<file path="config.mk">
export PLATFORM = sky130hd
export DESIGN_NAME = grid_local_minimum_finder
export DESIGN_NICKNAME = d
export VERILOG_FILES = /design/src/design/lmf_pkg.sv /design/src/design/lmf_ram.sv /design/src/design/lmf_window.sv /design/src/design/lmf_emit.sv /design/src/design/grid_local_minimum_finder.sv
export SDC_FILE = /design/constraint.sdc
export NUM_CORES = 2
export LEC_CHECK = 0
export BUFFER_PORTS_ARGS = -buffer_cell sky130_fd_sc_hd__buf_2
export CORE_ASPECT_RATIO = 1.4
export CORE_UTILIZATION = 30
export CTS_CLUSTER_DIAMETER = 120
export DETAILED_ROUTE_END_ITERATION = 8
export SLEW_MARGIN = 5
export SYNTH_ARGS = -nofsm -noshare
export SYNTH_HDL_FRONTEND = slang
export SYNTH_SLANG_ARGS = --single-unit
</file>
<file path="constraint.sdc">
create_clock -name clk -period 17 [get_ports clk]
set_clock_uncertainty 0.1 [all_clocks]
set_input_delay 1.7 -clock clk [delete_from_list [all_inputs] [get_ports clk]]
set_output_delay 1.7 -clock clk [all_outputs]
set_load 0.05 [all_outputs]
</file>
<file path="src/design/lmf_pkg.sv">
// Shared constants and types for the grid local-minimum finder.
// No dependencies; every file of the block but lmf_ram imports this package.
package lmf_pkg;

  // Default sizes of the line buffers and the sample width
  localparam int DEF_MAX_WIDTH   = 128;
  localparam int DEF_MAX_HEIGHT  = 128;
  localparam int DEF_SAMPLE_BITS = 4;

  // Configuration port
  localparam int CFG_BITS      = 8;
  localparam int CFG_ADDR_BITS = 1;
  localparam logic [CFG_ADDR_BITS-1:0] REG_IMAGE_WIDTH  = 1'b0;
  localparam logic [CFG_ADDR_BITS-1:0] REG_IMAGE_HEIGHT = 1'b1;
  localparam logic [CFG_BITS-1:0] RESET_IMAGE_WIDTH  = 8'd100;
  localparam logic [CFG_BITS-1:0] RESET_IMAGE_HEIGHT = 8'd100;

  // Result fields
  localparam int COORD_BITS      = 7;
  localparam int HEIGHT_OUT_BITS = 4;
  localparam int RISK_BITS       = 19;
  localparam int OUT_FIELD_BITS  = 2 * COORD_BITS + HEIGHT_OUT_BITS + RISK_BITS;
  localparam int OUT_TDATA_BITS  = ((OUT_FIELD_BITS + 7) / 8) * 8;
  localparam int OUT_TUSER_BITS  = 2;
  localparam int TU_IS_LOW       = 0;
  localparam int TU_FRAME_END    = 1;

  // Records pending for one sample, in the order they leave the block
  typedef struct packed {
    logic low_a;    // low point one row up, same column
    logic low_b;    // last row, previous column
    logic low_c;    // last row, this column (final sample)
    logic summary;  // frame-end record
  } lmf_flags_t;

endpackage

</file>
<file path="src/design/lmf_ram.sv">
// Generic single-port-write, single-port-read RAM with registered read data.
// Read-first on a same-address collision. No dependencies.
module lmf_ram #(
  parameter int WIDTH = 8,
  parameter int DEPTH = 128,
  localparam int AW = $clog2(DEPTH)
) (
  input  logic             clk,
  input  logic             wr_en,
  input  logic [AW-1:0]    wr_addr,
  input  logic [WIDTH-1:0] wr_data,
  input  logic [AW-1:0]    rd_addr,
  output logic [WIDTH-1:0] rd_data
);

  logic [WIDTH-1:0] mem [DEPTH];

  always_ff @(posedge clk) begin
    if (wr_en) begin
      mem[wr_addr] <= wr_data;
    end
    rd_data <= mem[rd_addr];
  end

endmodule

</file>
<file path="src/design/lmf_window.sv">
// Input register, line buffer with read-ahead, raster counters and the
// 4-neighbour compares. Uses lmf_pkg and lmf_ram.
module lmf_window #(
  parameter int MAX_WIDTH   = lmf_pkg::DEF_MAX_WIDTH,
  parameter int MAX_HEIGHT  = lmf_pkg::DEF_MAX_HEIGHT,
  parameter int SAMPLE_BITS = lmf_pkg::DEF_SAMPLE_BITS
) (
  input  logic                             clk,
  input  logic                             rst_n,
  input  logic                             restart,
  input  logic [$clog2(MAX_WIDTH)-1:0]     last_col,
  input  logic [$clog2(MAX_HEIGHT)-1:0]    last_row,
  input  logic                             in_valid,
  output logic                             in_ready,
  input  logic [SAMPLE_BITS-1:0]           in_sample,
  input  logic                             take,
  output logic                             res_valid,
  output lmf_pkg::lmf_flags_t              res_flags,
  output logic [lmf_pkg::COORD_BITS-1:0]   row_prev,
  output logic [lmf_pkg::COORD_BITS-1:0]   row_cur,
  output logic [lmf_pkg::COORD_BITS-1:0]   col_prev,
  output logic [lmf_pkg::COORD_BITS-1:0]   col_cur,
  output logic [SAMPLE_BITS-1:0]           h_a,
  output logic [SAMPLE_BITS-1:0]           h_b,
  output logic [SAMPLE_BITS-1:0]           h_c
);
  import lmf_pkg::*;

  localparam int CW = $clog2(MAX_WIDTH);
  localparam int RW = $clog2(MAX_HEIGHT);
  localparam int SB = SAMPLE_BITS;
  localparam int EW = 2 * SB;   // line buffer entry: {row above, current row}

  logic          a_valid_r, a_valid_nxt;
  logic [SB-1:0] a_val_r;
  logic [CW-1:0] col_r, col_nxt;
  logic [RW-1:0] row_r, row_nxt;
  logic [EW-1:0] e0_r, e1_r, e1_load;
  logic [SB-1:0] left0_r, left1_r, left2_r;
  logic [CW-1:0] rd_addr, rd_addr_q_r;
  logic [EW-1:0] ram_rd, rd_eff, wr_data, byp_data_r;
  logic          byp_r;
  logic          consume, at_last_col, at_last_row;
  logic          col_ge1, col_ge2, row_ge1, row_ge2;
  logic [SB-1:0] mid, abv, nxt, v;

  assign consume   = a_valid_r & take;
  assign in_ready  = ~a_valid_r | consume;
  assign res_valid = a_valid_r;

  assign a_valid_nxt = (in_valid & in_ready) ? 1'b1 : (consume ? 1'b0 : a_valid_r);

  assign at_last_col = (col_r == last_col);
  assign at_last_row = (row_r == last_row);

  always_comb begin
    col_nxt = col_r;
    row_nxt = row_r;
    if (restart) begin
      col_nxt = '0;
      row_nxt = '0;
    end else if (consume) begin
      if (at_last_col) begin
        col_nxt = '0;
        row_nxt = at_last_row ? '0 : row_r + RW'(1);
      end else begin
        col_nxt = col_r + CW'(1);
      end
    end
  end

  // Fetch two columns ahead of the next sample, wrapping at the row width
  always_comb begin
    if (col_nxt == last_col) begin
      rd_addr = CW'(1);
    end else if (col_nxt + CW'(1) == last_col) begin
      rd_addr = '0;
    end else begin
      rd_addr = col_nxt + CW'(2);
    end
  end

  assign mid     = e0_r[SB-1:0];
  assign abv     = e0_r[EW-1:SB];
  assign nxt     = e1_r[SB-1:0];
  assign v       = a_val_r;
  assign wr_data = {mid, v};
  assign rd_eff  = byp_r ? byp_data_r : ram_rd;
  assign e1_load = (rd_addr_q_r == col_r) ? wr_data : rd_eff;

  lmf_ram #(
    .WIDTH (EW),
    .DEPTH (MAX_WIDTH)
  ) u_line_buf (
    .clk     (clk),
    .wr_en   (consume),
    .wr_addr (col_r),
    .wr_data (wr_data),
    .rd_addr (rd_addr),
    .rd_data (ram_rd)
  );

  always_ff @(posedge clk) begin
    if (!rst_n) begin
      a_valid_r <= 1'b0;
      col_r     <= '0;
      row_r     <= '0;
      left0_r   <= '0;
      left1_r   <= '0;
      left2_r   <= '0;
      byp_r     <= 1'b0;
    end else begin
      a_valid_r <= a_valid_nxt;
      col_r     <= col_nxt;
      row_r     <= row_nxt;
      byp_r     <= consume & (rd_addr == col_r);
      if (restart) begin
        left0_r <= '0;
        left1_r <= '0;
        left2_r <= '0;
      end else if (consume) begin
        left0_r <= mid;
        left1_r <= v;
        left2_r <= left1_r;
      end
    end
  end

  always_ff @(posedge clk) begin
    if (in_valid & in_ready) begin
      a_val_r <= in_sample;
    end
    rd_addr_q_r <= rd_addr;
    byp_data_r  <= wr_data;
    if (consume) begin
      e0_r <= e1_r;
      e1_r <= e1_load;
    end
  end

  assign col_ge1 = (col_r != '0);
  assign col_ge2 = (col_r > CW'(1));
  assign row_ge1 = (row_r != '0);
  assign row_ge2 = (row_r > RW'(1));

  always_comb begin
    res_flags.low_a = row_ge1 && (v > mid) && (!row_ge2 || abv > mid) &&
                      (!col_ge1 || left0_r > mid) && (at_last_col || nxt > mid);
    // last row: the left neighbour is decided once its right neighbour is here
    res_flags.low_b = at_last_row && col_ge1 && (v > left1_r) && (left0_r > left1_r) &&
                      (!col_ge2 || left2_r > left1_r);
    res_flags.low_c = at_last_row && at_last_col && (mid > v) && (left1_r > v);
    res_flags.summary = at_last_row && at_last_col;
  end

  assign row_prev = COORD_BITS'(row_r - RW'(1));
  assign row_cur  = COORD_BITS'(row_r);
  assign col_prev = COORD_BITS'(col_r - CW'(1));
  assign col_cur  = COORD_BITS'(col_r);
  assign h_a      = mid;
  assign h_b      = left1_r;
  assign h_c      = v;

endmodule

</file>
<file path="src/design/lmf_emit.sv">
// Result queue for one sample, risk accumulator and the output register.
// Sends the pending records one a cycle while out_tready does not stall. Uses lmf_pkg.
module lmf_emit #(
  parameter int SAMPLE_BITS = lmf_pkg::DEF_SAMPLE_BITS
) (
  input  logic                                clk,
  input  logic                                rst_n,
  input  logic                                restart,
  input  logic                                res_valid,
  output logic                                take,
  input  lmf_pkg::lmf_flags_t                 res_flags,
  input  logic [lmf_pkg::COORD_BITS-1:0]      row_prev,
  input  logic [lmf_pkg::COORD_BITS-1:0]      row_cur,
  input  logic [lmf_pkg::COORD_BITS-1:0]      col_prev,
  input  logic [lmf_pkg::COORD_BITS-1:0]      col_cur,
  input  logic [SAMPLE_BITS-1:0]              h_a,
  input  logic [SAMPLE_BITS-1:0]              h_b,
  input  logic [SAMPLE_BITS-1:0]              h_c,
  output logic                                out_tvalid,
  input  logic                                out_tready,
  output logic [lmf_pkg::OUT_TDATA_BITS-1:0]  out_tdata,
  output logic [lmf_pkg::OUT_TUSER_BITS-1:0]  out_tuser,
  output logic                                out_tlast
);
  import lmf_pkg::*;

  localparam int SB      = SAMPLE_BITS;
  localparam int CB      = COORD_BITS;
  localparam int OUT_PAD = OUT_TDATA_BITS - OUT_FIELD_BITS;
  localparam logic [RISK_BITS-1:0] RISK_MAX = '1;

  lmf_flags_t           pend_r, pend_nxt, pend_after;
  logic [CB-1:0]        row_prev_r, row_cur_r, col_prev_r, col_cur_r;
  logic [SB-1:0]        h_a_r, h_b_r, h_c_r;
  logic [RISK_BITS-1:0] acc_r, acc_nxt, risk;
  logic [RISK_BITS:0]   risk_sum;
  logic                 pend_any, pop, load, sel_low, sel_fe;
  logic [CB-1:0]        sel_row, sel_col;
  logic [SB-1:0]        sel_h;
  logic                 out_valid_r;
  logic [OUT_TDATA_BITS-1:0] out_data_r;
  logic [OUT_TUSER_BITS-1:0] out_user_r;
  logic                 out_last_r;

  assign pend_any = |pend_r;
  assign pop      = pend_any & (~out_valid_r | out_tready);
  assign take     = ~pend_any | (pop & ~(|pend_after));
  assign load     = res_valid & take;

  // Oldest pending record first
  always_comb begin
    pend_after = pend_r;
    sel_low    = 1'b1;
    sel_fe     = 1'b0;
    sel_row    = '0;
    sel_col    = '0;
    sel_h      = '0;
    if (pend_r.low_a) begin
      pend_after.low_a = 1'b0;
      sel_row = row_prev_r;
      sel_col = col_cur_r;
      sel_h   = h_a_r;
    end else if (pend_r.low_b) begin
      pend_after.low_b = 1'b0;
      sel_row = row_cur_r;
      sel_col = col_prev_r;
      sel_h   = h_b_r;
    end else if (pend_r.low_c) begin
      pend_after.low_c = 1'b0;
      sel_row = row_cur_r;
      sel_col = col_cur_r;
      sel_h   = h_c_r;
    end else begin
      pend_after.summary = 1'b0;
      sel_low = 1'b0;
      sel_fe  = 1'b1;
    end
  end

  assign risk_sum = {1'b0, acc_r} + (RISK_BITS + 1)'(sel_h) + (RISK_BITS + 1)'(1);

  always_comb begin
    if (sel_fe) begin
      risk    = acc_r;
      acc_nxt = '0;
    end else begin
      risk    = risk_sum[RISK_BITS] ? RISK_MAX : risk_sum[RISK_BITS-1:0];
      acc_nxt = risk;
    end
  end

  always_comb begin
    pend_nxt = pend_r;
    if (load) begin
      pend_nxt = res_flags;
    end else if (pop) begin
      pend_nxt = pend_after;
    end
  end

  always_ff @(posedge clk) begin
    if (!rst_n) begin
      pend_r      <= '0;
      acc_r       <= '0;
      out_valid_r <= 1'b0;
    end else begin
      pend_r <= pend_nxt;
      if (restart) begin
        acc_r <= '0;
      end else if (pop) begin
        acc_r <= acc_nxt;
      end
      if (pop) begin
        out_valid_r <= 1'b1;
      end else if (out_tready) begin
        out_valid_r <= 1'b0;
      end
    end
  end

  always_ff @(posedge clk) begin
    if (load) begin
      row_prev_r <= row_prev;
      row_cur_r  <= row_cur;
      col_prev_r <= col_prev;
      col_cur_r  <= col_cur;
      h_a_r      <= h_a;
      h_b_r      <= h_b;
      h_c_r      <= h_c;
    end
    if (pop) begin
      out_data_r <= {{OUT_PAD{1'b0}}, risk, HEIGHT_OUT_BITS'(sel_h), sel_col, sel_row};
      out_user_r <= {sel_fe, sel_low};
      out_last_r <= ~(|pend_after);
    end
  end

  assign out_tvalid = out_valid_r;
  assign out_tdata  = out_data_r;
  assign out_tuser  = out_user_r;
  assign out_tlast  = out_last_r;

endmodule

</file>
<file path="src/design/grid_local_minimum_finder.sv">
// Top level of the grid local-minimum finder: size registers, window unit
// and result emitter. Uses lmf_pkg, lmf_window and lmf_emit.
//
// Height samples stream in on in_* in raster order, one per request; a
// sample is a low point when strictly below every 4-neighbour present.
// Each low point leaves on out_* with its row, column, height and the
// running risk sum; the frame's final sample adds a frame-end record with
// the total, marked in out_tuser, and the sum restarts from zero.
// out_tlast flags the last record caused by one input sample.
// A sample is taken every cycle while it causes at most one record and out_tready
// does not stall; each extra record (a sample causes up to three) holds the input back.
// A sample's first record passes the input register, then the neighbour compares
// into the record queue, then the output register.
// A low point is decided once the sample below it arrives (last row: the
// one to its right), so results lag the input by about one row.
// A write on cfg_* sets the row width or frame height and restarts the
// frame; write only while no results are outstanding.
// Reset (rst_n low, synchronous) empties all stages, restarts the frame
// and sets both sizes to 100. A stalled out_tready holds the record; the
// queue and input register then fill and in_tready drops.
module grid_local_minimum_finder #(
  parameter int MAX_WIDTH   = lmf_pkg::DEF_MAX_WIDTH,
  parameter int MAX_HEIGHT  = lmf_pkg::DEF_MAX_HEIGHT,
  parameter int SAMPLE_BITS = lmf_pkg::DEF_SAMPLE_BITS,
  localparam int IN_TDATA_BITS = ((SAMPLE_BITS + 7) / 8) * 8
) (
  input  logic                                clk,
  input  logic                                rst_n,
  // tdata: height_value
  input  logic                                in_tvalid,
  output logic                                in_tready,
  input  logic [IN_TDATA_BITS-1:0]            in_tdata,
  // tdata: point_row, point_col, point_height, risk_total
  output logic                                out_tvalid,
  input  logic                                out_tready,
  output logic [lmf_pkg::OUT_TDATA_BITS-1:0]  out_tdata,
  // tuser: is_low_point, frame_end
  output logic [lmf_pkg::OUT_TUSER_BITS-1:0]  out_tuser,
  output logic                                out_tlast,
  input  logic                                cfg_we,
  input  logic [lmf_pkg::CFG_ADDR_BITS-1:0]   cfg_addr,
  input  logic [lmf_pkg::CFG_BITS-1:0]        cfg_wdata
);
  import lmf_pkg::*;

  localparam int CW = $clog2(MAX_WIDTH);
  localparam int RW = $clog2(MAX_HEIGHT);

  // Size register to index of the last column or row, saturated to range
  function automatic logic [CW-1:0] last_col_of(input logic [CFG_BITS-1:0] val);
    logic [31:0] vw;
    vw = 32'(val);
    if (vw < 32'd2) return CW'(1);
    else if (vw > 32'(MAX_WIDTH)) return CW'(MAX_WIDTH - 1);
    else return CW'(vw - 32'd1);
  endfunction

  function automatic logic [RW-1:0] last_row_of(input logic [CFG_BITS-1:0] val);
    logic [31:0] vw;
    vw = 32'(val);
    if (vw < 32'd2) return RW'(1);
    else if (vw > 32'(MAX_HEIGHT)) return RW'(MAX_HEIGHT - 1);
    else return RW'(vw - 32'd1);
  endfunction

  logic [CW-1:0]    last_col_r;
  logic [RW-1:0]    last_row_r;
  logic             take, res_valid;
  lmf_flags_t       res_flags;
  logic [COORD_BITS-1:0]  row_prev, row_cur, col_prev, col_cur;
  logic [SAMPLE_BITS-1:0] h_a, h_b, h_c;

  always_ff @(posedge clk) begin
    if (!rst_n) begin
      last_col_r <= last_col_of(RESET_IMAGE_WIDTH);
      last_row_r <= last_row_of(RESET_IMAGE_HEIGHT);
    end else if (cfg_we) begin
      unique case (cfg_addr)
        REG_IMAGE_WIDTH:  last_col_r <= last_col_of(cfg_wdata);
        REG_IMAGE_HEIGHT: last_row_r <= last_row_of(cfg_wdata);
      endcase
    end
  end

  lmf_window #(
    .MAX_WIDTH   (MAX_WIDTH),
    .MAX_HEIGHT  (MAX_HEIGHT),
    .SAMPLE_BITS (SAMPLE_BITS)
  ) u_window (
    .clk       (clk),
    .rst_n     (rst_n),
    .restart   (cfg_we),
    .last_col  (last_col_r),
    .last_row  (last_row_r),
    .in_valid  (in_tvalid),
    .in_ready  (in_tready),
    .in_sample (in_tdata[SAMPLE_BITS-1:0]),
    .take      (take),
    .res_valid (res_valid),
    .res_flags (res_flags),
    .row_prev  (row_prev),
    .row_cur   (row_cur),
    .col_prev  (col_prev),
    .col_cur   (col_cur),
    .h_a       (h_a),
    .h_b       (h_b),
    .h_c       (h_c)
  );

  lmf_emit #(
    .SAMPLE_BITS (SAMPLE_BITS)
  ) u_emit (
    .clk        (clk),
    .rst_n      (rst_n),
    .restart    (cfg_we),
    .res_valid  (res_valid),
    .take       (take),
    .res_flags  (res_flags),
    .row_prev   (row_prev),
    .row_cur    (row_cur),
    .col_prev   (col_prev),
    .col_cur    (col_cur),
    .h_a        (h_a),
    .h_b        (h_b),
    .h_c        (h_c),
    .out_tvalid (out_tvalid),
    .out_tready (out_tready),
    .out_tdata  (out_tdata),
    .out_tuser  (out_tuser),
    .out_tlast  (out_tlast)
  );

  // An empty input register must always take a request
  assert property (@(posedge clk) disable iff (!rst_n) !res_valid |-> in_tready)
    else $error("input stalled with empty input register");

  // The frame-end record is always the last one of its sample
  assert property (@(posedge clk) disable iff (!rst_n)
    out_tvalid && out_tuser[TU_FRAME_END] |-> out_tlast)
    else $error("frame-end record not last of run");

  // Every record is either a low point or a frame end, never both
  assert property (@(posedge clk) disable iff (!rst_n)
    out_tvalid |-> (out_tuser[TU_IS_LOW] ^ out_tuser[TU_FRAME_END]))
    else $error("record kind flags inconsistent");

  // A sample is only passed on when the record queue can take it
  assert property (@(posedge clk) disable iff (!rst_n)
    res_valid && !take |=> res_valid)
    else $error("sample lost from input register");

endmodule

</file>
==> impl_metrics.json <==
{
  "grt_pass1_wl_um": 231100,
  "muxShareOfSynthArea_pct": 2.191,
  "synth_area_um2": 51110,
  "coreArea_um2": 168600,
  "synth_top_family_by_area": "simple AND/OR/NAND/NOR gates",
  "synthDistinctLibCells": 108,
  "place_ws_ns": 6.407,
  "slew_violations": 0,
  "leakagePower_nw": 18.17,
  "finish.utilization_pct": 33.98,
  "critPathLaunchType": "primary input",
  "synth_compound_area_share_pct": 11.26,
  "core.rowCount": 178,
  "cts_tree": "yes",
  "routed_wl_um": 160200,
  "critPathMaxStageDelay_ns": 0.83,
  "clk_pin_slew_ns": 0.07,
  "gp_congestion": 0.8812,
  "hold_viol_final": 0,
  "cts.path.max_buffers": 3,
  "power_density_nw_per_um2": 108.2,
  "fmax_mhz": 98.82,
  "clock-sinks": 1213,
  "multi_input_area_um2": 14270,
  "grt_max_degree": 117,
  "wl_per_cell_um": 25.50,
  "layout-drive-gt1-share_pct": 9.397,
  "htreeDepth": 3,
  "die_h_um": 490.4,
  "antenna_found_initial": 2,
  "tightest_slew_ns": 1.383,
  "io_buffers": 59,
  "cts_setup_buffers": 0,
  "n_antenna_cell": 0,
  "tns_ns": 0,
  "regArea_um2": 35530,
  "routed_via_density": 5.478,
  "postRouteAntennaNets": 0,
  "cts_made_buffers": 107,
  "fin_total_pwr_mw": 6.198,
  "ir_worst_vdd_mv": 0.08497,
  "rsz0062_at_grt": "false",
  "start_util_pct": 30.31,
  "hp-class": "flip-flop to flip-flop",
  "netlist.area_leader.share_pct": 66.04,
  "avgSynthCellArea_um2": 12.94,
  "cp_data_required_time_ns": 17.55,
  "slew_headroom_pct": 7.434,
  "final_common_cell": "edfxtp_1",
  "placed_area_um2": 53840,
  "vias": 34420,
  "async_flop_share_pct": 0,
  "dp_hpwl_um": 95880,
  "grt_usage_pct": 18.22,
  "holdBufCountCts": 0,
  "cp_slowest_cell": "nor3_4",
  "finalCritPeriodShare_pct": 59.53,
  "cp.arrival_ns": 10.67,
  "synth-xor-area-share_pct": 1.099,
  "dieWidth_um": 350.8,
  "yosysSeqAreaShare_pct": 69.53,
  "final_nets": 4007,
  "root_buffer": "clkbuf_16",
  "fin_crit_ns": 10.12,
  "ys_warn_count": 0,
  "grt-ovfl-total": 0,
  "netlist_instances": 3950,
  "outcome": "finished, final reports clean",
  "pin_count": 67,
  "final_cell_mix": "1124 x edfxtp_1, 539 x nand2_1, 310 x nor2_1",
  "drv_cap": 0,
  "crit_type": "primary input to flip-flop",
  "final_cell_area_um2": 57290,
  "end_kind": "flip-flop",
  "synth-simple-area-share_pct": 12.00,
  "num-fill-cells": 16320,
  "drt_pass1_iterations": 6,
  "worstSkewPairLatency_ns": 0.74,
  "cts_resized": 0,
  "die_area_um2": 172000,
  "synth.area.top_cells": "edfxtp_1 66%, nand2_1 4.0%, dfxtp_1 3.5%",
  "ys_ff_latch": 1213,
  "setup_viol": 0,
  "cp_max_fo": 36,
  "drt_first_iter_violations": 3818,
  "area_growth_pct": 12.10,
  "synthAdderAreaFrac_pct": 1.109,
  "drc": 0,
  "synth_edf_count": 1124,
  "yosysTopAreaCell": "edfxtp_1",
  "finalWorstSetupSlack_ns": 6.880,
  "grt_pass1_vias": 33030,
  "synthFlopType": "edfxtp_1"
}
==> synthesized netlist by cell type (all sizes together), types with 33 or more instances <==
| cell type | instances |
|---|---|
| edfxtp | 1124 |
| inv | 53 |
| a21oi | 197 |
| o211ai | 42 |
| nor4 | 50 |
| nor2 | 315 |
| buf | 141 |
| ha | 42 |
| a31oi | 69 |
| nand4 | 33 |
| nor3 | 133 |
| mux2i | 104 |
| nand2 | 543 |
| o21ai | 162 |
| nand3 | 134 |
| clkbuf | 126 |
| dfxtp | 89 |
| and3 | 43 |
==> per-layer routing <==
| metal | vias up | part of all wire (%) | GRT usage, % | routed length (µm) |
|---|---|---|---|---|
| met3 | 397 | 8.6 | 2.747 | 13740 |
| met5 | - | 0.0081 | 0 | 13 |
| met1 | 17180 | 37 | 22.00 | 58720 |
| met4 | 2 | 6.0 | 10.41 | 9538 |
| li1 | 14970 | - | - | - |
| met2 | 1871 | 49 | 30.74 | 78210 |
==> power by group <==
| group | leakage [nW] | switching, mW | internal [mW] |
|---|---|---|---|
| Sequential | 10.8 | 0.0124 | 3.29 |
| Clock | 1.67 | 1.12 | 1.31 |
| Combinational | 5.73 | 0.340 | 0.115 |
| Total | 18.2 | 1.47 | 4.72 |
==> flip-flops by register name, indices dropped and copies added (netlist names), 7 cells and up <==
name                         flops
u_window.row_cur                 7
u_window.e1_r                    8
u_window.col_cur                 7
u_emit.row_prev_r                7
u_emit.row_cur_r                 7
u_window.e0_r                    8
last_col_r                       7
u_emit.out_tdata                37
u_window.u_line_buf.mem       1024
u_emit.col_cur_r                 7
u_emit.acc_r                    19
last_row_r                       7
u_emit.col_prev_r                7
u_window.byp_data_r              8
u_window.u_line_buf.rd_data      8
u_window.rd_addr_q_r             7
==> path summary, 6_finish.rpt <==
check                                 startpoint                             end  slack [ns]  cells after the start
worst max-delay path                  out_tready  u_window.u_line_buf.rd_data[6]        6.88                     25
worst min-delay path            u_window.e1_r[5]                u_window.e0_r[5]        0.32                      0
worst max register to register  u_emit.pend_r[2]  u_window.u_line_buf.rd_data[6]        7.59                     24
worst min register to register  u_window.e1_r[5]                u_window.e0_r[5]        0.32                      0
==> critical path: cells and delay by family <==
kind | cells | cell delay, ns
adder cells (fa/ha/maj) | 1 | 0.56
AO/OA/AOI/OAI | 8 | 2.46
AND/OR/NAND/NOR | 10 | 3.18
buffers and inverters | 6 | 2.62
==> area by class of cell <==
type,instances,area share (%)
timing repair buffer,148,1.747
clock inverter,73,1.208
clock buffer,127,4.805
tap,2250,4.914
inverter,55,0.3822
sequential,1213,62.03
multi-input combinational,2417,24.92
==> stage by stage <==
stage,instances,hold slack [ns]
floorplan,3952,0.3003
detailed placement,6083,0.3084
finish,6283,0.3221
global placement,6083,0.3036
global route,6283,0.3261
CTS,6283,0.3177
==> kinds of logic after synthesis <==
group,after synthesis
DFF,1213
adders and majority gates,45
other,1
AOI/OAI and AO/OA,837
xor gates and xnor gates,61
muxes,110
and+or+nand+nor,1361
buffers and inverters,322
Power figures use the tool's default switching activity.
